<file path="config.mk">
export PLATFORM = sky130hd
export DESIGN_NAME = itwg_back
export DESIGN_NICKNAME = d
export VERILOG_FILES = /design/src/rtl/itwg_pkg.sv /design/src/rtl/itwg_back.sv
export SDC_FILE = /design/constraint.sdc
export NUM_CORES = 2
export LEC_CHECK = 0
export CORE_MARGIN = 3
export CORE_UTILIZATION = 30
export CTS_BUF_LIST = sky130_fd_sc_hd__clkbuf_4 sky130_fd_sc_hd__clkbuf_8
export DETAILED_ROUTE_END_ITERATION = 8
export DONT_BUFFER_PORTS = 1
export GPL_TIMING_DRIVEN = 0
export SYNTH_ARGS = -nofsm -noshare
export SYNTH_HDL_FRONTEND = slang
export SYNTH_SLANG_ARGS = --single-unit
</file>
<file path="constraint.sdc">
create_clock -name i_clk -period 15.6 [get_ports i_clk]
set_input_delay 2.34 -clock i_clk [delete_from_list [all_inputs] [get_ports i_clk]]
set_output_delay 2.34 -clock i_clk [all_outputs]
set_load 0.01 [all_outputs]
</file>
<file path="src/rtl/itwg_pkg.sv">
`timescale 1ns / 1ps

package itwg_pkg;

    // Kernel kind carried with each job from the front to the back
    typedef enum logic [1:0] {
        KIND_NEAREST = 2'd0,
        KIND_LINEAR  = 2'd1,
        KIND_CUBIC   = 2'd2
    } t_kind;

    // interp_mode register codes
    localparam logic [1:0] MODE_NEAREST = 2'd0;
    localparam logic [1:0] MODE_LINEAR  = 2'd1;
    localparam logic [1:0] MODE_CUBIC   = 2'd2;

    // Register index (paddr bit 2)
    localparam logic [0:0] REG_INTERP_MODE = 1'b0;

    // Axis weights held over more fraction bits than this are rounded down to it
    localparam int AXIS_MAX_FRAC = 30;

    // Queue depths
    localparam int JOB_DEPTH = 2;
    localparam int OUT_DEPTH = 4;

    // Job handshake between front and back
    typedef struct packed {
        logic  valid;
        t_kind kind;
    } t_job_ctl;

endpackage

</file>
<file path="src/rtl/itwg_back.sv">
`timescale 1ns / 1ps

module itwg_back #(
    parameter int FRAC_BITS        = 8,
    parameter int INT_BITS         = 16,
    parameter int WEIGHT_FRAC_BITS = 14,
    parameter int OUT_DEPTH        = 4
) (
    input  logic                                   i_clk,
    input  logic                                   i_rst_n,
    input  itwg_pkg::t_job_ctl                     i_job,
    input  logic signed [INT_BITS:0]               i_x0,
    input  logic signed [INT_BITS:0]               i_y0,
    input  logic [3:0][((3*FRAC_BITS+1 > itwg_pkg::AXIS_MAX_FRAC) ?
                       itwg_pkg::AXIS_MAX_FRAC : 3*FRAC_BITS+1)+1:0] i_wx,
    input  logic [3:0][((3*FRAC_BITS+1 > itwg_pkg::AXIS_MAX_FRAC) ?
                       itwg_pkg::AXIS_MAX_FRAC : 3*FRAC_BITS+1)+1:0] i_wy,
    output logic                                   o_job_pop,
    input  logic [$clog2(OUT_DEPTH+1)-1:0]         i_out_count,
    output logic                                   o_out_wr,
    output logic signed [INT_BITS:0]               o_tap_x,
    output logic signed [INT_BITS:0]               o_tap_y,
    output logic signed [WEIGHT_FRAC_BITS+1:0]     o_tap_weight,
    output logic                                   o_last_tap
);

    localparam int TAP_W  = INT_BITS + 1;
    localparam int WGT_W  = WEIGHT_FRAC_BITS + 2;
    localparam int CUB_D  = 3 * FRAC_BITS + 1;
    localparam int AX_D   = (CUB_D > itwg_pkg::AXIS_MAX_FRAC) ?
                            itwg_pkg::AXIS_MAX_FRAC : CUB_D;
    localparam int AX_W   = AX_D + 2;
    localparam int PW     = 2 * AX_W;
    localparam int EW     = PW + WEIGHT_FRAC_BITS + 1;
    localparam int CW     = $clog2(OUT_DEPTH + 1);
    localparam int SH_LIN = 2 * FRAC_BITS - WEIGHT_FRAC_BITS;
    localparam int SH_CUB = 2 * AX_D - WEIGHT_FRAC_BITS;
    localparam int LIN_R  = (SH_LIN > 0) ? SH_LIN : 0;
    localparam int LIN_L  = (SH_LIN < 0) ? -SH_LIN : 0;
    localparam int CUB_R  = (SH_CUB > 0) ? SH_CUB : 0;
    localparam int CUB_L  = (SH_CUB < 0) ? -SH_CUB : 0;
    localparam logic [EW-1:0] LIN_HALF =
        EW'(LIN_R > 0) << ((LIN_R > 0) ? LIN_R - 1 : 0);
    localparam logic [EW-1:0] CUB_HALF =
        EW'(CUB_R > 0) << ((CUB_R > 0) ? CUB_R - 1 : 0);
    localparam logic [EW-1:0] NEG_LIM = EW'(1) << (WGT_W - 1);
    localparam logic [EW-1:0] POS_LIM = NEG_LIM - 1'b1;
    localparam logic signed [WGT_W-1:0] W_ONE = WGT_W'(1) << WEIGHT_FRAC_BITS;
    localparam logic signed [WGT_W-1:0] W_MAX = WGT_W'(POS_LIM);
    localparam logic signed [WGT_W-1:0] W_MIN = -W_MAX - 1'b1;

    // Tap sequencer
    logic [1:0]               r_col, n_col;
    logic [1:0]               r_row, n_row;
    logic                     w_room, w_issue;
    logic                     w_col_last, w_row_last, w_tap_last;
    logic [1:0]               w_off;
    logic signed [2:0]        w_dx, w_dy;
    logic signed [TAP_W-1:0]  w_tx, w_ty;
    logic signed [PW-1:0]     w_prod;

    // Product stage
    logic                     r_s1_valid;
    itwg_pkg::t_kind          r_s1_kind;
    logic signed [PW-1:0]     r_s1_p;
    logic signed [TAP_W-1:0]  r_s1_tx, r_s1_ty;
    logic                     r_s1_last;

    // Rounding
    logic signed [EW-1:0]     w_pe;
    logic [EW-1:0]            w_mag, w_lin, w_cub, w_sel;
    logic signed [WGT_W-1:0]  w_weight;

    // Issue one tap a cycle while the result queue has a free slot for it
    assign w_room  = ({1'b0, i_out_count} + (CW + 1)'(r_s1_valid)) < (CW + 1)'(OUT_DEPTH);
    assign w_issue = i_job.valid && w_room;

    always_comb begin
        case (i_job.kind)
            itwg_pkg::KIND_NEAREST: begin
                w_col_last = 1'b1;
                w_row_last = 1'b1;
                w_off      = 2'd0;
            end
            itwg_pkg::KIND_LINEAR: begin
                w_col_last = (r_col == 2'd1);
                w_row_last = (r_row == 2'd1);
                w_off      = 2'd0;
            end
            default: begin
                w_col_last = (r_col == 2'd3);
                w_row_last = (r_row == 2'd3);
                w_off      = 2'd1;
            end
        endcase
        w_tap_last = w_col_last && w_row_last;
        w_dx       = $signed({1'b0, r_col}) - $signed({1'b0, w_off});
        w_dy       = $signed({1'b0, r_row}) - $signed({1'b0, w_off});
        w_tx       = i_x0 + TAP_W'(w_dx);
        w_ty       = i_y0 + TAP_W'(w_dy);
        w_prod     = $signed(i_wx[r_col]) * $signed(i_wy[r_row]);

        n_col = r_col;
        n_row = r_row;
        if (w_issue) begin
            if (w_tap_last) begin
                n_col = 2'd0;
                n_row = 2'd0;
            end else if (w_col_last) begin
                n_col = 2'd0;
                n_row = r_row + 2'd1;
            end else begin
                n_col = r_col + 2'd1;
            end
        end
    end

    assign o_job_pop = w_issue && w_tap_last;

    always_ff @(posedge i_clk) begin
        if (!i_rst_n) begin
            r_col      <= 2'd0;
            r_row      <= 2'd0;
            r_s1_valid <= 1'b0;
        end else begin
            r_col      <= n_col;
            r_row      <= n_row;
            r_s1_valid <= w_issue;
        end
    end

    always_ff @(posedge i_clk) begin
        if (w_issue) begin
            r_s1_kind <= i_job.kind;
            r_s1_p    <= w_prod;
            r_s1_tx   <= w_tx;
            r_s1_ty   <= w_ty;
            r_s1_last <= w_tap_last;
        end
    end

    // Round the product to the weight format, half away from zero, then saturate; nearest is 1.0
    always_comb begin
        w_pe  = EW'(r_s1_p);
        w_mag = w_pe[EW-1] ? -w_pe : w_pe;
        w_lin = ((w_mag + LIN_HALF) >> LIN_R) << LIN_L;
        w_cub = ((w_mag + CUB_HALF) >> CUB_R) << CUB_L;
        w_sel = (r_s1_kind == itwg_pkg::KIND_LINEAR) ? w_lin : w_cub;
        if (r_s1_kind == itwg_pkg::KIND_NEAREST) begin
            w_weight = W_ONE;
        end else if (w_pe[EW-1]) begin
            w_weight = (w_sel > NEG_LIM) ? W_MIN : -WGT_W'(w_sel);
        end else begin
            w_weight = (w_sel > POS_LIM) ? W_MAX : WGT_W'(w_sel);
        end
    end

    assign o_out_wr     = r_s1_valid;
    assign o_tap_x      = r_s1_tx;
    assign o_tap_y      = r_s1_ty;
    assign o_tap_weight = w_weight;
    assign o_last_tap   = r_s1_last;

    // Sequencer starts every job at the top-left tap
    a_restart: assert property (@(posedge i_clk) disable iff (!i_rst_n)
        o_job_pop |=> (r_col == 2'd0) && (r_row == 2'd0))
        else $error("tap counters not cleared after final tap");

    // Bilinear jobs stay inside the 2x2 window
    a_linear_window: assert property (@(posedge i_clk) disable iff (!i_rst_n)
        (i_job.valid && i_job.kind == itwg_pkg::KIND_LINEAR) |->
            (r_col < 2'd2) && (r_row < 2'd2))
        else $error("bilinear tap counter out of range");

    // A nearest job never finds the counters mid-window
    a_nearest_origin: assert property (@(posedge i_clk) disable iff (!i_rst_n)
        (i_job.valid && i_job.kind == itwg_pkg::KIND_NEAREST) |->
            (r_col == 2'd0) && (r_row == 2'd0))
        else $error("nearest job issued with stale tap counters");

endmodule

</file>
==> metrics.txt <==
final non-filler cell total=between 5000 and 6000; Initial Utilization=30.3%; Worst EP required=15.77 ns; RSZ-0062 raised after global routing=no; vias in the first global route=a little over 30000; Clock Skew=between 0.03 and 0.04 ns; cell count after synthesis=between 4000 and 5000; # IOs=between 300 and 400; antenna-violating nets left=0; async set-reset flop share out of synthesis=0%; Worst Path Max Fanout=10; Net Count, Synth=roughly 5300; Clock Root Buffer=clkbuf_8; crit path capture type=register; Worst Hold Class=register to register; outcome=finished, violations left; Die Area=around 130000 sq um; Nets=5357; Post-Syn Area per Cell=roughly 8.8 sq um; post-DP HPWL=approximately 120000 um; vias post-DR=between 30000 and 40000; gpl congestion=roughly 1.0; Synthesis Warnings=0; clock transition at the registers of the reported paths=roughly 0.13 ns; register area share after synthesis=about 7.8%; Slowest-stage cell, CP=buf_1; pin count of the biggest net entering global routing=20; max-capacitance violation count=2; port bufs=0; min Tclk post-route=13.29 ns; CTS H-tree lvls=3; max-slew violations=21; Cells after DPL=5738; critical path class=register to register; initial DRC count=~3000; worst-skew pair later-pin latency=0.45 ns; Via density=approximately 5.2; failing checks=max-capacitance violations, max-slew violations; number of clock sinks=96; final hold vios=0; Die Span X=about 350 um; post-CTS sizing=0; site row count=127; # hold bufs at CTS=0; prevailing post-synth register cell=edfxtp_1; drt pass-1 iters=7; initial antenna violation count=13; synthesized area=~36000 sq um; first-pass GRT wire length=203000 um; most used cell, CP=fa_1; Worst path max stage delay=1.02 ns; WL final=between 100000 and 150000 um; Core ar.=120000 sq um; Max Buffers Root-to-Sink=2; Fill cells=approximately 13000; GR Overflow Total=0; Worst Max-Slew Pin Slew=1.53 ns; number of synthesized flops with an enable pin=91; Post-CTS Setup Repair Bufs=0; DRC violations left=0; Tot GR Track Use=21.9%; WP data arrival=around 13 ns; WL per Instance=roughly 24 um; share of cells above drive strength 1=under 10%; CTS Buf Count=9; FF+latch count, synth=96; Netlist cell types=97; final setup vio count=0; CTS tree=done; fin crit share=between 80% and 90%; Area Growth Syn to Fin=6.94%; Die Y=about 350 um; Worst Setup Start Kind=register; Slew headroom=-2.02%; max frequency=0.0752 GHz
==> sequential cells by signal (all words and copies together), names as in the netlist <==
name,flops
r_col,2
o_tap_x,17
o_tap_y,17
r_row,2
r_s1_p,54
o_out_wr,1
o_last_tap,1
r_s1_kind,2
==> worst paths after layout <==
| kind | slack [ns] | end | depth (start not counted) | from |
|---|---|---|---|---|
| setup / recovery | 2.31 | r_s1_p[53] | 31 | r_row[0] |
| hold / removal | 0.90 | r_s1_kind[0] | 1 | o_out_wr |
| setup reg to reg | 2.31 | r_s1_p[53] | 31 | r_row[0] |
| hold reg to reg | 0.90 | r_s1_kind[0] | 1 | o_out_wr |
==> cell usage after synthesis, types with 17 or more instances <==
library cell | n | area share [%]
a21o_1 | 35 | 0.72
a21oi_1 | 83 | 1.1
a31oi_1 | 19 | 0.33
and2_1 | 51 | 0.88
and3_1 | 25 | 0.43
clkbuf_1 | 157 | 1.6
edfxtp_1 | 91 | 7.5
fa_1 | 763 | 42
ha_1 | 199 | 6.8
inv_1 | 902 | 9.3
mux2_2 | 39 | 1.2
mux2i_1 | 54 | 1.5
nand2_1 | 531 | 5.5
nand2b_1 | 39 | 0.67
nand3_1 | 53 | 0.73
nand4_1 | 23 | 0.40
nor2_1 | 345 | 3.6
nor2b_1 | 22 | 0.38
nor3_1 | 30 | 0.41
nor4_1 | 21 | 0.36
o21a_1 | 40 | 0.83
o21ai_0 | 71 | 0.98
o21ai_1 | 25 | 0.34
o21bai_1 | 31 | 0.64
o41ai_1 | 17 | 0.41
xnor2_1 | 112 | 2.7
xor2_1 | 48 | 1.2
==> placed cells by master, fill, tap and decap left out, drive strengths merged, types with 35 or more instances in the layout <==
| cell | instances |
|---|---|
| mux2 | 39 |
| nor2 | 345 |
| mux2i | 54 |
| and2 | 51 |
| nand3 | 55 |
| buf | 46 |
| xor2 | 48 |
| nand2b | 39 |
| fa | 763 |
| ha | 199 |
| inv | 907 |
| o21ai | 97 |
| a21o | 35 |
| a21oi | 83 |
| edfxtp | 91 |
| clkbuf | 166 |
| xnor2 | 112 |
| o21a | 40 |
| nand2 | 532 |
==> cell type report <==
cell class                      count  area, sq um  area share (%)
Inverter                          903         3390            8.72
Tap cell                         1612         2020            5.19
Clock inverter                      7         70.1           0.180
Clock buffer                        9          124           0.319
Multi-Input combinational cell   2924        29400            75.7
Timing Repair Buffer               13          229           0.589
Antenna cell                       11         27.5          0.0708
Sequential cell                    96         2830            7.29
Buffer                            190          748            1.92
==> critical path, delay by kind of cell (launching register included) <==
kind | cells | cell delay (ns)
buffers and inverters | 6 | 3.10
XOR/XNOR | 1 | 0.28
multiplexers | 1 | 0.66
AO/OA/AOI/OAI | 11 | 3.85
adder cells (fa/ha/maj) | 8 | 4.08
flip-flops | 1 | 0.40
AND/OR/NAND/NOR | 4 | 0.62
==> layer usage <==
layer	share of wire [%]	wire length [um]	vias to the layer above	GRT usage, %
met4	3.2	4390	2	6.03
met2	44	60900	1688	34.0
met5	0.0072	10	-	0
li1	-	-	12900	-
met3	12	17200	241	7.01
met1	41	56300	15200	29.4
==> kinds of logic after synthesis <==
group           Yosys count  synth area share, %
mux                     109                 3.69
compound gates          465                 9.03
xor+xnor                160                 3.85
buf+inv                1093                 11.4
fa+ha+maj               962                 48.9
simple gates           1228                 15.4
flops                    96                 7.79
==> metrics by stage <==
stage | hold slack (ns) | setup slack (ns) | instance area, sq um | util (%) | setup TNS [ns]
detailed placement | 0.872 | 2.69 | 38700 | 32.2 | 0
global placement | 1.08 | -1.79 | 38400 | 31.9 | -1.93
floorplan | 0.880 | 2.52 | 36400 | - | 0
finish | 0.903 | 2.31 | 38900 | 32.4 | 0
global route | 0.937 | 2.00 | 38900 | 32.3 | 0
CTS | 0.913 | 2.64 | 38800 | 32.3 | 0
Power is not shown: default switching activity piles up to over one toggle a cycle in this logic, so the estimate is an artifact.
