## src/rtl/itwg_queue.sv

```systemverilog
`timescale 1ns / 1ps

module itwg_queue #(
    parameter int WIDTH = 8,
    parameter int DEPTH = 2
) (
    input  logic                           i_clk,
    input  logic                           i_rst_n,
    input  logic                           i_wr,
    input  logic [WIDTH-1:0]               i_wdata,
    input  logic                           i_rd,
    output logic [WIDTH-1:0]               o_rdata,
    output logic                           o_empty,
    output logic                           o_full,
    output logic [$clog2(DEPTH+1)-1:0]     o_count
);

    localparam int AW = (DEPTH > 1) ? $clog2(DEPTH) : 1;
    localparam int CW = $clog2(DEPTH + 1);

    logic [WIDTH-1:0] r_mem [DEPTH];
    logic [AW-1:0]    r_wr_ptr, n_wr_ptr;
    logic [AW-1:0]    r_rd_ptr, n_rd_ptr;
    logic [CW-1:0]    r_count, n_count;

    // Pointer and occupancy update
    always_comb begin
        n_wr_ptr = r_wr_ptr;
        n_rd_ptr = r_rd_ptr;
        if (i_wr) begin
            n_wr_ptr = (r_wr_ptr == AW'(DEPTH - 1)) ? '0 : r_wr_ptr + 1'b1;
        end
        if (i_rd) begin
            n_rd_ptr = (r_rd_ptr == AW'(DEPTH - 1)) ? '0 : r_rd_ptr + 1'b1;
        end
        n_count = r_count + CW'(i_wr) - CW'(i_rd);
    end

    always_ff @(posedge i_clk) begin
        if (!i_rst_n) begin
            r_wr_ptr <= '0;
            r_rd_ptr <= '0;
            r_count  <= '0;
        end else begin
            r_wr_ptr <= n_wr_ptr;
            r_rd_ptr <= n_rd_ptr;
            r_count  <= n_count;
        end
    end

    // Storage, no reset
    always_ff @(posedge i_clk) begin
        if (i_wr) begin
            r_mem[r_wr_ptr] <= i_wdata;
        end
    end

    assign o_rdata = r_mem[r_rd_ptr];
    assign o_empty = (r_count == '0);
    assign o_full  = (r_count == CW'(DEPTH));
    assign o_count = r_count;

    // Writers must respect occupancy, readers must not drain an empty queue
    a_no_overflow: assert property (@(posedge i_clk) disable iff (!i_rst_n)
        i_wr |-> (r_count != CW'(DEPTH)))
        else $error("queue written while full");

    a_no_underflow: assert property (@(posedge i_clk) disable iff (!i_rst_n)
        i_rd |-> (r_count != '0))
        else $error("queue read while empty");

endmodule

```

## config.mk

```make
export PLATFORM = sky130hd
export DESIGN_NAME = itwg_queue
export DESIGN_NICKNAME = d
export VERILOG_FILES = /design/src/rtl/itwg_queue.sv
export SDC_FILE = /design/constraint.sdc
export NUM_CORES = 1
export LEC_CHECK = 0
export ABC_AREA = 1
export CORE_MARGIN = 2
export CORE_UTILIZATION = 25
export CTS_CLUSTER_DIAMETER = 30
export DETAILED_ROUTE_END_ITERATION = 12
export DONT_BUFFER_PORTS = 1
export HOLD_SLACK_MARGIN = 0.15
export PLACE_DENSITY = 0.45
export SLEW_MARGIN = 10
export SYNTH_ARGS = -nofsm -noshare
export SYNTH_HDL_FRONTEND = slang
export SYNTH_SLANG_ARGS = --single-unit
```

## constraint.sdc

```tcl
create_clock -name i_clk -period 1.3 [get_ports i_clk]
set_input_delay 0.26 -clock i_clk [delete_from_list [all_inputs] [get_ports i_clk]]
set_output_delay 0.26 -clock i_clk [all_outputs]
set_load 0.01 [all_outputs]
```

==> reports/qor.txt, run 1 <==
====================================================================================================
Result of the run ..................................................................... finished, violations left
Violations in the final reports ....................................................... setup timing
DR iter-0 viols .......................................................................            3
Final ANT Viol Nets ...................................................................            0
Maximum number of pins on one net before global-route repair ..........................           12
Adder and majority gate portion of the synthesized area ...............................        2.99%
Complex-gate fraction of the synthesized area .........................................       0.598%
Max Clk Rate ..........................................................................      737 MHz
Required time at the worst-slack endpoint .............................................      1040 ps
Clock buffer count from CTS ...........................................................            3
Number of design rule violations left after detail routing ............................            0
Vert. Die Dim .........................................................................      61.9 um
Total congestion overflow .............................................................            0
Count of placed standard cells in the final layout, fillers left out ..................          121
First-pass GRT wire length ............................................................      1.99 mm
First drt pass iteration count ........................................................            2
Area of the die .......................................................................     3830 um2
Clock-pin slew reported for the worst setup and hold paths after clock tree synthesis .       110 ps
Pre-CTS worst setup slack .............................................................      29.7 ps
HP Class ..............................................................................    in -> reg
DIE WIDTH .............................................................................      61.9 um
Fraction of synthesized cell area in xor and xnor cells ...............................           0%
Buffers inserted by post-CTS timing repair ............................................            0
Routability-driven placement congestion ratio .........................................        0.623
Crit start category ...................................................................     register
Deepest clock path buffer count .......................................................            2
Main combinational cell family by area after synthesis ................................ multiplexers
Wirelength per Cell ...................................................................      10.6 um
Highest-count cells in the layout ignoring fill and taps .............................. edfxtp_1 (16), dlygate4sd3_1 (11), nor2_1 (9)
IO Count ..............................................................................           24
Final setup margin ....................................................................     -56.9 ps
Sequential-to-total area share from yosys stat ........................................        69.4%
Leakage power figure ..................................................................     0.427 nW
Layout net count ......................................................................           90
Crit Path Class .......................................................................   reg -> out
I/O Buffers ...........................................................................            0
Setup repair after global routing missed its margin ...................................          yes
Setup-failing EPs final ...............................................................            8
Rows ..................................................................................           21
Total power per unit cell area ........................................................  1210 nW/um2
Total area of sequential cells ........................................................      584 um2
WP data arrival .......................................................................      1100 ps
Final max-slew violation count ........................................................            0
Count of placed standard cells including taps .........................................          106
Fillers ...............................................................................          337
Fraction of final layout cells sized beyond drive strength 1 ..........................        32.0%
Post-route total power ................................................................      1.32 mW
TritonCTS clock tree ..................................................................        built
Area of the multi-input gates .........................................................      253 um2
Skew-Pair Late Insertion Delay ........................................................       290 ps
Number of hold violations in the final report .........................................            0
Maximum fanout encountered on the critical timing path ................................            8
Layout Utilization ....................................................................        33.3%
Worst max-slew margin expressed relative to the limit .................................        77.2%
Effective utilization at floorplan ....................................................        25.5%
Minimum period implied by the final worst setup slack .................................      1360 ps
Flip-flop and latch count after synthesis .............................................           21
Mapped Avg Cell Area ..................................................................     14.4 um2
Setup TNS after final layout ..........................................................      -422 ps
Global Route Usage Sum ................................................................        7.28%
Std-Cell Core Area ....................................................................     3280 um2
Maximum VDD drop ......................................................................   0.000415 V
Number of instances in the synthesized netlist ........................................           58
Transition time at the pin with the least slew margin .................................       341 ps
Detailed-route wire length ............................................................      1.28 mm
H-tree level count ....................................................................            1
Max Clock Skew ........................................................................      5.94 ps
Commonest non-fill, non-tap cell in the layout ........................................     edfxtp_1
Post-detailed-route via-to-cell ratio .................................................         3.83
Fraction of the mapped netlist area in simple logic gates .............................        8.22%
Number of antenna violations at the first check in global routing .....................            0
Max capacitance violation total .......................................................            0
Warnings from Yosys ...................................................................            0
Final antenna diode count .............................................................            0
Synth unique cells ....................................................................           10
P&R area growth vs syn ................................................................        30.5%
Critical Path Sink Type ...............................................................  output port
DR vias ...............................................................................          464
Fraction of the cycle the final worst path needs ......................................         104%
Net count of the mapped netlist .......................................................           72
Root Buffer Master ....................................................................     clkbuf_4
Number of clock sinks .................................................................           21
Post-Syn Area .........................................................................      837 um2
Multiplexer share of the synthesized area .............................................        14.3%
Vias in the first global route ........................................................          489
====================================================================================================
-- timing repair --
item,CTS,global route
gates resized for setup,1,10
setup endpoints to repair,8,10
hold buffers,11,0
pin swaps,0,1
hold endpoints to repair,21,0
-- critical path, stage by stage (launching register included) --
cell	delay (ps)
dfxtp_2	350
buf_12	130
mux2_4	320
-- worst paths after layout --
check                   from         end  slack [ps]  cells after the start
setup / recovery    register  o_rdata[1]         -60                      2
hold / removal          i_wr  o_count[0]         160                      3
setup reg to reg  o_count[0]  o_count[1]         100                      9
hold reg to reg     r_rd_ptr    r_rd_ptr         510                      2
-- flip-flops by register name (all words and copies together) (netlist names), named ones only --
name,count
r_rd_ptr,1
o_count,2
r_mem,16
r_wr_ptr,1
-- where the power goes --
| part | switching (mW) | internal (mW) | total, mW |
|---|---|---|---|
| Combinational | 0.110 | 0.116 | 0.226 |
| Clock | 0.181 | 0.119 | 0.300 |
| Sequential | 0.0220 | 0.771 | 0.793 |
-- kinds of logic after synthesis --
kind of cell / after synthesis
muxes: 8
buffers and inverters: 8
and+or+nand+nor: 18
AOI/OAI and AO/OA: 1
adders and majority gates: 2
DFF: 21
-- final cells by class --
type	instances	area share, %
repair buffers	14	13.3
well taps	46	5.27
clock buffers	4	2.41
inverters	7	2.41
flip-flops and latches	21	53.5
multi-input cells	29	23.1
-- cells in the mapped netlist (all sizes together) --
| cell type | number | area share [%] |
|---|---|---|
| mux2 | 8 | 14 |
| nor2 | 9 | 4.0 |
| buf | 1 | 1.3 |
| nand2 | 8 | 3.6 |
| edfxtp | 16 | 57 |
| ha | 2 | 3.0 |
| inv | 7 | 3.1 |
| nand3 | 1 | 0.60 |
| a21oi | 1 | 0.60 |
| dfxtp | 5 | 12 |
-- metrics by stage --
stage / area, um2 / hold WS (ps)
2_1_floorplan: 837 / 353
3_3_place_gp: 918 / 358
3_5_place_dp: 918 / 359
4_1_cts: 1060 / 172
5_1_grt: 1090 / 189
6_report: 1090 / 164
-- routing by layer --
metal | global-route usage, % | share of wire (%) | routed length (um)
met1 | 8.15 | 43 | 549
met2 | 13.1 | 49 | 628
met3 | 2.69 | 8.0 | 102
met4 | 1.82 | 0 | 0
met5 | 0 | 0 | 0
Note: power is estimated with default switching activity, not from simulation.
==> inputs of run 2 (changes only) <==
--- a/config.mk
+++ b/config.mk
@@ -6,13 +6,15 @@
 export NUM_CORES = 1
 export LEC_CHECK = 0
 export ABC_AREA = 1
+export CELL_PAD_IN_SITES_DETAIL_PLACEMENT = 0
+export CELL_PAD_IN_SITES_GLOBAL_PLACEMENT = 2
 export CORE_MARGIN = 2
 export CORE_UTILIZATION = 25
 export CTS_CLUSTER_DIAMETER = 30
 export DETAILED_ROUTE_END_ITERATION = 12
 export DONT_BUFFER_PORTS = 1
 export HOLD_SLACK_MARGIN = 0.15
-export PLACE_DENSITY = 0.45
+export PLACE_DENSITY = 0.58
 export SLEW_MARGIN = 10
 export SYNTH_ARGS = -nofsm -noshare
 export SYNTH_HDL_FRONTEND = slang
==> run 2 against run 1 <==
  * The flow still finishes with violations (setup timing)
  * Critical path depth stayed put
  * Routed wire length is 5.2% higher
  * Sequential share of layout area is 1.3 points higher
  * Largest cell class unchanged
==> reports/qor.txt, run 2 (same netlist as run 1, synthesis figures left out) <==
====================================================================================================
Result of the run ..................................................................... finished, violations left   unchanged
Violations in the final reports ....................................................... setup timing   unchanged
Max Clock Skew ........................................................................      3.47 ps   was 5.94 ps
Fillers ...............................................................................          344   was 337
Number of clock sinks .................................................................           21   unchanged
Cell with the biggest individual delay on the critical path ...........................      dfxtp_2   unchanged
Final antenna diode count .............................................................            0   unchanged
Std-Cell Core Area ....................................................................     3280 um2   unchanged
Buffers inserted by post-CTS timing repair ............................................            0   unchanged
Crit Path Class .......................................................................   reg -> out   unchanged
Highest-count cells in the layout ignoring fill and taps .............................. edfxtp_1 (16), dlygate4sd3_1 (11), nor2_1 (9)   unchanged
Total area of sequential cells ........................................................      584 um2   unchanged
DR iter-0 viols .......................................................................            5   was 3
Rows ..................................................................................           21   unchanged
Routed wire length on met3 ............................................................        95 um   was 102 um
Clock-pin slew reported for the worst setup and hold paths after clock tree synthesis .       120 ps   was 110 ps
Maximum number of pins on one net before global-route repair ..........................           13   was 12
HP Class ..............................................................................    in -> reg   unchanged
Total power per unit cell area ........................................................  1230 nW/um2   was 1210 nW/um2
Effective utilization at floorplan ....................................................        25.5%   unchanged
Transition time at the pin with the least slew margin .................................       339 ps   was 341 ps
Required time at the worst-slack endpoint .............................................      1040 ps   about the same
Fraction of the cycle the final worst path needs ......................................         106%   was 104%
Minimum period implied by the final worst setup slack .................................      1370 ps   was 1360 ps
Skew-Pair Late Insertion Delay ........................................................       300 ps   was 290 ps
Largest reg by FF count ...............................................................        r_mem   unchanged
Series of cell instances along the critical path ...................................... buf_12 -> mux2_4   unchanged
Maximum fanout encountered on the critical timing path ................................            8   unchanged
Root Buffer Master ....................................................................     clkbuf_4   unchanged
Setup-failing EPs final ...............................................................            8   unchanged
Number of hold violations in the final report .........................................            0   unchanged
Flip-flop count of the largest register, all copies and words added ...................           16   unchanged
Final max-slew violation count ........................................................            0   unchanged
Number of antenna violations at the first check in global routing .....................            0   unchanged
I/O Buffers ...........................................................................            0   unchanged
H-tree level count ....................................................................            1   unchanged
Highest cell delay on the worst timing path ...........................................       360 ps   was 350 ps
Detailed-route wire length ............................................................      1.35 mm   was 1.28 mm
Final setup margin ....................................................................     -73.7 ps   was -56.9 ps
Post-route total power ................................................................      1.31 mW   was 1.32 mW
Max capacitance violation total .......................................................            0   unchanged
Worst-case register-to-register setup slack ...........................................        60 ps   was 100 ps
First drt pass iteration count ........................................................            2   unchanged
Worst max-slew margin expressed relative to the limit .................................        77.4%   was 77.2%
DIE WIDTH .............................................................................      61.9 um   unchanged
Wirelength per Cell ...................................................................      11.1 um   was 10.6 um
Vert. Die Dim .........................................................................      61.9 um   unchanged
Count of placed standard cells including taps .........................................          106   unchanged
Top layer reached by signal wires .....................................................         met3   unchanged
Clock buffer count from CTS ...........................................................            3   unchanged
Commonest non-fill, non-tap cell in the layout ........................................     edfxtp_1   unchanged
Area of the multi-input gates .........................................................      226 um2   was 253 um2
IO Count ..............................................................................           24   unchanged
Area of the die .......................................................................     3830 um2   unchanged
Deepest clock path buffer count .......................................................            2   unchanged
DR vias ...............................................................................          460   was 464
Layout net count ......................................................................           90   unchanged
Crit start category ...................................................................     register   unchanged
Count of placed standard cells in the final layout, fillers left out ..................          121   unchanged
Number of cell instances on the worst register-to-register path .......................            8   was 9
Met2 layer wire length in the routed design ...........................................       667 um   was 628 um
Setup TNS after final layout ..........................................................      -564 ps   was -422 ps
Post-detailed-route via-to-cell ratio .................................................         3.80   was 3.83
Number of design rule violations left after detail routing ............................            0   unchanged
Placed inst area ......................................................................      918 um2   unchanged
TritonCTS clock tree ..................................................................        built   unchanged
P&R area growth vs syn ................................................................        27.5%   was 30.5%
Routability-driven placement congestion ratio .........................................        0.569   was 0.623
Final ANT Viol Nets ...................................................................            0   unchanged
Critical Path Sink Type ...............................................................  output port   unchanged
Total congestion overflow .............................................................            0   unchanged
HPWL after DPL ........................................................................       910 um
Final instance area ...................................................................     1070 um2   was 1090 um2
Worst reg2reg endpoint ................................................................   o_count[1]   unchanged
Max Clk Rate ..........................................................................      728 MHz   was 737 MHz
Maximum VDD drop ......................................................................   0.000611 V   was 0.000415 V
First-pass GRT wire length ............................................................      1.90 mm   was 1.99 mm
Fraction of final layout cells sized beyond drive strength 1 ..........................        29.3%   was 32.0%
DRT met1 WL ...........................................................................       583 um   was 549 um
WP data arrival .......................................................................      1110 ps   was 1100 ps
Global Route Usage Sum ................................................................        7.32%   was 7.28%
RR Startpoint .........................................................................   o_count[0]   unchanged
Vias in the first global route ........................................................          427   was 489
Setup repair after global routing missed its margin ...................................          yes   unchanged
Leakage power figure ..................................................................     0.428 nW   was 0.427 nW
Worst setup path end ..................................................................   o_rdata[3]   was o_rdata[1]
====================================================================================================
run 2: worst max-delay path, delay by kind of cell (launching register included):
| family | cells | cell delay [ps] |
|---|---|---|
| buffers and inverters | 1 | 130 |
| DFF | 1 | 360 |
| muxes | 1 | 320 |
run 2: cell type report:
class	count	share of cell area [%]
inverters	7	2.46
flip-flops and latches	21	54.7
repair buffers	14	13.6
clock inverters	1	0.469
well taps	46	5.39
multi-input cells	29	21.2
clock buffers	3	2.11
run 2: through the flow:
stage / util (%) / setup slack, ps / hold WS (ps)
floorplan: - / 16.5 / 353
global placement: 28.0 / 84.3 / 359
detailed placement: 28.0 / 62.0 / 359
CTS: 32.2 / -96.9 / 164
global route: 32.5 / -117 / 171
finish: 32.5 / -73.7 / 180
run 2: worst min path at each step:
stage / startpoint / end / slack [ps] / cells past startpoint
final: i_wr / o_count[0] / 180 / 3
after global routing: i_wr / o_count[0] / 170 / 3
after CTS: i_wr / o_count[0] / 160 / 3
after detailed placement: i_wdata[0] / r_mem[0][0] / 360 / 0
after global placement: i_rst_n / o_count[0] / 360 / 2
after floorplan: i_rst_n / o_count[0] / 350 / 2
run 2: per-layer routing:
metal	global-route usage (%)	vias to the layer above
met5	0	-
met4	2.74	0
met3	4.14	0
met2	12.5	18
met1	7.49	214
li1	-	228
run 2: timing repair:
| item | in CTS | in global routing |
|---|---|---|
| pin swaps | 0 | 4 |
| endpoints found under the setup margin | 9 | 9 |
| hold buffers | 11 | 0 |
| gates resized for setup | 2 | 5 |
| endpoints found under the hold margin | 21 | 0 |
run 2: where the power goes:
group	switching (mW)	leakage (nW)	internal, mW	total [mW]
combinational	0.103	0.217	0.104	0.207
sequential	0.0228	0.193	0.771	0.793
clock	0.193	0.0177	0.115	0.308
