--- src/rtl/itwg_pkg.sv ---
`timescale 1ns / 1ps

package itwg_pkg;

    // Kernel kind carried with each job from the front to the back
    typedef enum logic [1:0] {
        KIND_NEAREST = 2'd0,
        KIND_LINEAR  = 2'd1,
        KIND_CUBIC   = 2'd2
    } t_kind;

    // interp_mode register codes
    localparam logic [1:0] MODE_NEAREST = 2'd0;
    localparam logic [1:0] MODE_LINEAR  = 2'd1;
    localparam logic [1:0] MODE_CUBIC   = 2'd2;

    // Register index (paddr bit 2)
    localparam logic [0:0] REG_INTERP_MODE = 1'b0;

    // Axis weights held over more fraction bits than this are rounded down to it
    localparam int AXIS_MAX_FRAC = 30;

    // Queue depths
    localparam int JOB_DEPTH = 2;
    localparam int OUT_DEPTH = 4;

    // Job handshake between front and back
    typedef struct packed {
        logic  valid;
        t_kind kind;
    } t_job_ctl;

endpackage

--- src/rtl/itwg_front.sv ---
`timescale 1ns / 1ps

module itwg_front #(
    parameter int FRAC_BITS = 8,
    parameter int INT_BITS  = 16
) (
    input  logic                                   i_clk,
    input  logic                                   i_rst_n,
    input  logic                                   i_push,
    output logic                                   o_full,
    input  logic signed [INT_BITS+FRAC_BITS-1:0]   i_x_coord,
    input  logic signed [INT_BITS+FRAC_BITS-1:0]   i_y_coord,
    input  logic [1:0]                             i_mode,
    input  logic                                   i_job_full,
    output itwg_pkg::t_job_ctl                     o_job,
    output logic signed [INT_BITS:0]               o_x0,
    output logic signed [INT_BITS:0]               o_y0,
    output logic [3:0][((3*FRAC_BITS+1 > itwg_pkg::AXIS_MAX_FRAC) ?
                       itwg_pkg::AXIS_MAX_FRAC : 3*FRAC_BITS+1)+1:0] o_wx,
    output logic [3:0][((3*FRAC_BITS+1 > itwg_pkg::AXIS_MAX_FRAC) ?
                       itwg_pkg::AXIS_MAX_FRAC : 3*FRAC_BITS+1)+1:0] o_wy
);

    localparam int IN_W   = INT_BITS + FRAC_BITS;
    localparam int TAP_W  = INT_BITS + 1;
    localparam int CUB_D  = 3 * FRAC_BITS + 1;
    localparam int RED_SH = (CUB_D > itwg_pkg::AXIS_MAX_FRAC) ?
                            CUB_D - itwg_pkg::AXIS_MAX_FRAC : 0;
    localparam int AX_D   = CUB_D - RED_SH;
    localparam int AX_W   = AX_D + 2;
    localparam int RAW_W  = 3 * FRAC_BITS + 5;
    localparam logic [RAW_W-1:0] RED_HALF =
        RAW_W'(RED_SH > 0) << ((RED_SH > 0) ? RED_SH - 1 : 0);
    localparam logic [IN_W:0] RND_HALF = (IN_W + 1)'(1) << (FRAC_BITS - 1);

    // Integer part, floor toward minus infinity
    function automatic logic signed [TAP_W-1:0] floor_int(
        input logic signed [IN_W-1:0] c
    );
        logic signed [IN_W-1:0] sh;
        sh = c >>> FRAC_BITS;
        return TAP_W'(sh);
    endfunction

    // Nearest integer, a half rounds away from zero
    function automatic logic signed [TAP_W-1:0] round_int(
        input logic signed [IN_W-1:0] c
    );
        logic signed [IN_W:0] ce;
        logic [IN_W:0]        mag;
        logic [IN_W:0]        r;
        ce  = (IN_W + 1)'(c);
        mag = ce[IN_W] ? -ce : ce;
        r   = (mag + RND_HALF) >> FRAC_BITS;
        return ce[IN_W] ? -TAP_W'(r) : TAP_W'(r);
    endfunction

    // Unreduced axis weights: cubic over 2^(3F+1), linear over 2^F
    function automatic logic [3:0][RAW_W-1:0] axis_raw(
        input itwg_pkg::t_kind       k,
        input logic [FRAC_BITS-1:0]   t,
        input logic [2*FRAC_BITS-1:0] t2,
        input logic [3*FRAC_BITS-1:0] t3
    );
        logic signed [RAW_W-1:0] a1, a2, a3, one, s3;
        logic [3:0][RAW_W-1:0]   w;
        a1  = RAW_W'(t);
        a2  = RAW_W'(t2);
        a3  = RAW_W'(t3);
        one = RAW_W'(1) << FRAC_BITS;
        s3  = RAW_W'(1) << (3 * FRAC_BITS + 1);
        w   = '0;
        case (k)
            itwg_pkg::KIND_LINEAR: begin
                w[0] = one - a1;
                w[1] = a1;
            end
            itwg_pkg::KIND_NEAREST: begin
                w = '0;
            end
            default: begin
                w[0] = -a3 + (a2 << (FRAC_BITS + 1)) - (a1 << (2 * FRAC_BITS));
                w[1] = (a3 << 1) + a3 - (a2 << (FRAC_BITS + 2)) - (a2 << FRAC_BITS) + s3;
                w[2] = -(a3 << 1) - a3 + (a2 << (FRAC_BITS + 2)) + (a1 << (2 * FRAC_BITS));
                w[3] = a3 - (a2 << FRAC_BITS);
            end
        endcase
        return w;
    endfunction

    // Cubic weights rounded to at most AXIS_MAX_FRAC fraction bits
    function automatic logic [AX_W-1:0] axis_fit(
        input itwg_pkg::t_kind  k,
        input logic [RAW_W-1:0] w
    );
        logic signed [RAW_W-1:0] v;
        logic [RAW_W-1:0]        mag;
        logic [RAW_W-1:0]        r;
        v   = w;
        mag = v[RAW_W-1] ? -v : v;
        r   = (mag + RED_HALF) >> RED_SH;
        if (k == itwg_pkg::KIND_CUBIC) begin
            return AX_W'(v[RAW_W-1] ? -r : r);
        end
        return AX_W'(w);
    endfunction

    logic w_en;

    // Stage 0: captured transaction
    logic                    r0_valid;
    itwg_pkg::t_kind         r0_kind, n0_kind;
    logic signed [IN_W-1:0]  r0_x, r0_y;

    // Stage 1: split, squares
    logic                        r1_valid;
    itwg_pkg::t_kind             r1_kind;
    logic signed [TAP_W-1:0]     r1_x0, r1_y0, n1_x0, n1_y0;
    logic [FRAC_BITS-1:0]        r1_tx, r1_ty;
    logic [2*FRAC_BITS-1:0]      r1_tx2, r1_ty2;

    // Stage 2: cubes
    logic                        r2_valid;
    itwg_pkg::t_kind             r2_kind;
    logic signed [TAP_W-1:0]     r2_x0, r2_y0;
    logic [FRAC_BITS-1:0]        r2_tx, r2_ty;
    logic [2*FRAC_BITS-1:0]      r2_tx2, r2_ty2;
    logic [3*FRAC_BITS-1:0]      r2_tx3, r2_ty3;

    // Stage 3: raw axis weights
    logic                        r3_valid;
    itwg_pkg::t_kind             r3_kind;
    logic signed [TAP_W-1:0]     r3_x0, r3_y0;
    logic [3:0][RAW_W-1:0]       r3_wx, r3_wy;

    // The whole pipe holds while the job queue refuses the last stage
    assign w_en   = !(r3_valid && i_job_full);
    assign o_full = !w_en;

    // Mode to kernel kind; the unused code runs as cubic
    always_comb begin
        case (i_mode)
            itwg_pkg::MODE_NEAREST: n0_kind = itwg_pkg::KIND_NEAREST;
            itwg_pkg::MODE_LINEAR:  n0_kind = itwg_pkg::KIND_LINEAR;
            default:                n0_kind = itwg_pkg::KIND_CUBIC;
        endcase
    end

    // Tap origin: rounded position for nearest, floor otherwise
    always_comb begin
        if (r0_kind == itwg_pkg::KIND_NEAREST) begin
            n1_x0 = round_int(r0_x);
            n1_y0 = round_int(r0_y);
        end else begin
            n1_x0 = floor_int(r0_x);
            n1_y0 = floor_int(r0_y);
        end
    end

    // Valid bits
    always_ff @(posedge i_clk) begin
        if (!i_rst_n) begin
            r0_valid <= 1'b0;
            r1_valid <= 1'b0;
            r2_valid <= 1'b0;
            r3_valid <= 1'b0;
        end else if (w_en) begin
            r0_valid <= i_push;
            r1_valid <= r0_valid;
            r2_valid <= r1_valid;
            r3_valid <= r2_valid;
        end
    end

    // Payload pipe
    always_ff @(posedge i_clk) begin
        if (w_en) begin
            r0_kind <= n0_kind;
            r0_x    <= i_x_coord;
            r0_y    <= i_y_coord;

            r1_kind <= r0_kind;
            r1_x0   <= n1_x0;
            r1_y0   <= n1_y0;
            r1_tx   <= r0_x[FRAC_BITS-1:0];
            r1_ty   <= r0_y[FRAC_BITS-1:0];
            r1_tx2  <= r0_x[FRAC_BITS-1:0] * r0_x[FRAC_BITS-1:0];
            r1_ty2  <= r0_y[FRAC_BITS-1:0] * r0_y[FRAC_BITS-1:0];

            r2_kind <= r1_kind;
            r2_x0   <= r1_x0;
            r2_y0   <= r1_y0;
            r2_tx   <= r1_tx;
            r2_ty   <= r1_ty;
            r2_tx2  <= r1_tx2;
            r2_ty2  <= r1_ty2;
            r2_tx3  <= r1_tx2 * r1_tx;
            r2_ty3  <= r1_ty2 * r1_ty;

            r3_kind <= r2_kind;
            r3_x0   <= r2_x0;
            r3_y0   <= r2_y0;
            r3_wx   <= axis_raw(r2_kind, r2_tx, r2_tx2, r2_tx3);
            r3_wy   <= axis_raw(r2_kind, r2_ty, r2_ty2, r2_ty3);
        end
    end

    // Job out to the queue
    always_comb begin
        o_job.valid = r3_valid;
        o_job.kind  = r3_kind;
        o_x0        = r3_x0;
        o_y0        = r3_y0;
        for (int k = 0; k < 4; k++) begin
            o_wx[k] = axis_fit(r3_kind, r3_wx[k]);
            o_wy[k] = axis_fit(r3_kind, r3_wy[k]);
        end
    end

endmodule

--- config.mk ---
export PLATFORM = sky130hd
export DESIGN_NAME = itwg_front
export DESIGN_NICKNAME = d
export VERILOG_FILES = /design/src/rtl/itwg_pkg.sv /design/src/rtl/itwg_front.sv
export SDC_FILE = /design/constraint.sdc
export NUM_CORES = 2
export LEC_CHECK = 0
export BUFFER_PORTS_ARGS = -buffer_cell sky130_fd_sc_hd__buf_2
export CAP_MARGIN = 20
export CORE_AREA = 10 10 459 461
export DETAILED_ROUTE_END_ITERATION = 7
export DIE_AREA = 0 0 469 471
export GPL_TIMING_DRIVEN = 0
export PLACE_DENSITY = 0.49
export SETUP_SLACK_MARGIN = 0.15
export SYNTH_ARGS = -nofsm -noshare
export SYNTH_HDL_FRONTEND = slang
export SYNTH_SLANG_ARGS = --single-unit
export TNS_END_PERCENT = 5
--- constraint.sdc ---
create_clock -name i_clk -period 32.1 [get_ports i_clk]
set_input_delay 6.42 -clock i_clk [delete_from_list [all_inputs] [get_ports i_clk]]
set_output_delay 6.42 -clock i_clk [all_outputs]
set_load 0.03 [all_outputs]
==> results.sh <==
export IMPL_rsz0062_at_grt="no"
export IMPL_drt_met1_wl_mm=84.49
export IMPL_cts_sinks=510
export IMPL_hold_viol_final=0
export IMPL_relSlewSlack=0.2214
export IMPL_tightestPinTransition_ps=1156
export IMPL_path_max_fanout=59
export IMPL_cts_resized=0
export IMPL_crit_top_cell="buf_2"
export IMPL_fin_crit_ps=14040
export IMPL_via_count=46360
export IMPL_crit_chain="buf_2, nand2_4, inv_1, buf_2"
export IMPL_cts_setup_buffers=0
export IMPL_drv_slew=0
export IMPL_overflow=0
export IMPL_wirelength_mm=182.6
export IMPL_skew_ps=45.92
export IMPL_met2WireLength_mm=83.40
export IMPL_die_w_um=469
export IMPL_top_layer="met5"
export IMPL_clk_pin_slew_ps=60
export IMPL_avgSynthCellArea_um2=8.915
export IMPL_clock_latency_ps=700
export IMPL_syn_inst=6295
export IMPL_worstSetupEndpointType="output port"
export IMPL_num_nets_final=7532
export IMPL_row_count=165
export IMPL_synth_seq_cells=510
export IMPL_status="finished clean"
export IMPL_place_gp_congestion=0.9222
export IMPL_core_area_mm2=0.2013
export IMPL_cts_tree="done"
export IMPL_initial_utilization=0.2788
export IMPL_dr_pass1_iters=6
export IMPL_critPathRequiredTime_ps=25680
export IMPL_netlist_area_mm2=0.05612
export IMPL_root_buffer="clkbuf_16"
export IMPL_numCtsBuffers=61
export IMPL_die_h_um=471
export IMPL_fmax_mhz=71.21
export IMPL_drcViolationCount=0
export IMPL_first_iter_violations=3367
export IMPL_hpwlAfterDp_mm=148.2
export IMPL_holdCritPathClass="flip-flop to flip-flop"
export IMPL_synth_distinct_cells=107
export IMPL_setup_total_negative_slack_ps=0
export IMPL_grt_start_max_net_pins=73
export IMPL_crit_slowest_cell="nand2_4"
export IMPL_cts_hold_buffers_added=0
export IMPL_portBuffers=307
export IMPL_antenna_found_initial=5
export IMPL_io_pins=308
export IMPL_worst_endpoint_arrival_ps=7620
export IMPL_h_tree_depth=2
export IMPL_ys_warn_count=0
export IMPL_cap_viol_max_count=0
export IMPL_clock_path_buffers=3
export IMPL_cp_slowest_stage_delay_ps=610
export IMPL_syn_to_final_growth_pct=13.11
export IMPL_start_kind="input port"
export IMPL_critPathKind="input port to output port"
export IMPL_grt_use_total=0.1602
export IMPL_dr_wl_met3_mm=7.761
export IMPL_grt_pass1_wl_mm=279.9
export IMPL_setup_viol_count_final=0
export IMPL_layout_drive_gt1_share=0.08432
export IMPL_async_flop_share=0
export IMPL_wl_per_cell_um=19.40
export IMPL_synth_edf_count=506
export IMPL_synth_seq_area_share=0.2722
export IMPL_synth_top_flop_cell="edfxtp_1"
export IMPL_post_route_period_util=0.4375
export IMPL_die_area_mm2=0.2209
export IMPL_ant_nets=0
export IMPL_first_global_vias=45580
export IMPL_viasPerCell=4.926
## worst max-delay path, delay by kind of cell
kind          cells  cell delay (ps)
buf+inv           3              570
simple gates      1              610
## logic make-up after synthesis
logic type / synth area share
multiplexers: 0.01237
other: 0.0001338
AND/OR/NAND/NOR: 0.1954
flip-flops: 0.2722
adder cells (fa/ha/maj): 0.2153
AO/OA/AOI/OAI: 0.1346
XOR/XNOR: 0.1092
buffers and inverters: 0.06087
## sequential cells by signal, summed over array words and instances (netlist names), 8 cells and up
| name | cells |
|---|---|
| r1_tx | 8 |
| r1_tx2 | 14 |
| r2_ty2 | 14 |
| r0_x | 24 |
| o_x0 | 17 |
| r3_wx | 107 |
| r3_wy | 107 |
| o_y0 | 17 |
| r2_ty | 8 |
| r2_ty3 | 23 |
| r0_y | 24 |
| r1_ty2 | 14 |
| r2_tx2 | 14 |
| r2_y0 | 17 |
| r1_ty | 8 |
| r2_tx3 | 23 |
| r1_x0 | 17 |
| r2_tx | 8 |
| r2_x0 | 17 |
| r1_y0 | 17 |
## cell type report
| cell class | count | area, um^2 |
|---|---|---|
| multi-input combinational | 4892 | 37450 |
| clock buffer | 65 | 1541 |
| buffer | 279 | 1100 |
| clock inverter | 48 | 535.5 |
| fill | 21110 | 137800 |
| timing repair buffer | 324 | 1902 |
| tap | 2672 | 3343 |
| inverter | 618 | 2320 |
| antenna | 4 | 10.01 |
| sequential | 510 | 15270 |
## layer usage
layer,track usage,vias to the layer above
li1,-,22670
met1,0.2193,22380
met2,0.2621,1106
met3,0.01548,198
met4,0.05529,2
met5,0,-
## layout by cell type, fill, tap and decap left out, types with 53 or more instances in the layout
master / synthesis / routed
clkbuf_16: 0 / 61
nand2b_1: 81 / 81
or3_1: 82 / 82
clkbuf_1: 234 / 235
a21oi_1: 290 / 290
a21o_1: 72 / 72
nor4_1: 53 / 53
nor3_1: 188 / 188
buf_2: 11 / 318
inv_1: 615 / 615
nand2_1: 489 / 488
ha_1: 504 / 504
edfxtp_1: 506 / 506
fa_1: 288 / 288
xnor2_1: 338 / 338
nand3_1: 142 / 142
o21ai_0: 287 / 287
and2_1: 231 / 231
xor2_1: 360 / 360
nor2b_1: 57 / 57
nor2_1: 558 / 558
## Yosys cell counts, types with 15 or more instances
cell type | number | area share
a211o_1 | 20 | 0.0031
a211oi_1 | 36 | 0.0048
a21boi_0 | 19 | 0.0025
a21o_1 | 72 | 0.0096
a21oi_1 | 290 | 0.026
a22o_1 | 15 | 0.0023
a31oi_1 | 48 | 0.0054
and2_1 | 231 | 0.026
and3_1 | 49 | 0.0055
and4_1 | 17 | 0.0027
buf_1 | 24 | 0.0016
clkbuf_1 | 234 | 0.016
edfxtp_1 | 506 | 0.27
fa_1 | 288 | 0.10
ha_1 | 504 | 0.11
inv_1 | 615 | 0.041
mux2_2 | 19 | 0.0038
mux2i_1 | 48 | 0.0086
nand2_1 | 489 | 0.033
nand2b_1 | 81 | 0.0090
nand3_1 | 142 | 0.013
nand4_1 | 49 | 0.0055
nor2_1 | 558 | 0.037
nor2b_1 | 57 | 0.0064
nor3_1 | 188 | 0.017
nor3b_1 | 20 | 0.0027
nor4_1 | 53 | 0.0059
o2111ai_1 | 15 | 0.0023
o211ai_1 | 29 | 0.0039
o21a_1 | 49 | 0.0066
o21ai_0 | 287 | 0.026
o21bai_1 | 35 | 0.0047
o22ai_1 | 23 | 0.0026
o31ai_1 | 47 | 0.0063
o32ai_1 | 18 | 0.0028
o41ai_1 | 23 | 0.0036
or2_2 | 34 | 0.0038
or3_1 | 82 | 0.0091
or4_1 | 37 | 0.0049
xnor2_1 | 338 | 0.053
xor2_1 | 360 | 0.056
## stage by stage
step	cell area, um^2	setup WS [ps]	utilization	instances	hold slack, ps
after CTS	63470	17970	0.3153	9408	419.7
after detailed placement	61390	17960	0.3050	9295	404.5
after floorplan	56130	5586	-	6299	400.3
final	63480	18060	0.3154	9412	417.5
after global routing	63470	17880	0.3153	9409	425.4
after global placement	61010	958.9	0.3031	9278	403.6
## path summary, 6_finish.rpt
path / from / to / slack, ps / cells past startpoint
worst max-delay path: i_job_full / o_full / 18060 / 4
worst min-delay path: r1_x0[15] / r2_x0[15] / 420 / 0
worst max register to register: r0_y[23] / r1_y0[13] / 25150 / 20
worst min register to register: r1_x0[15] / r2_x0[15] / 420 / 0
Power is not shown: default switching activity piles up to over one toggle a cycle in this logic, so the estimate is an artifact.
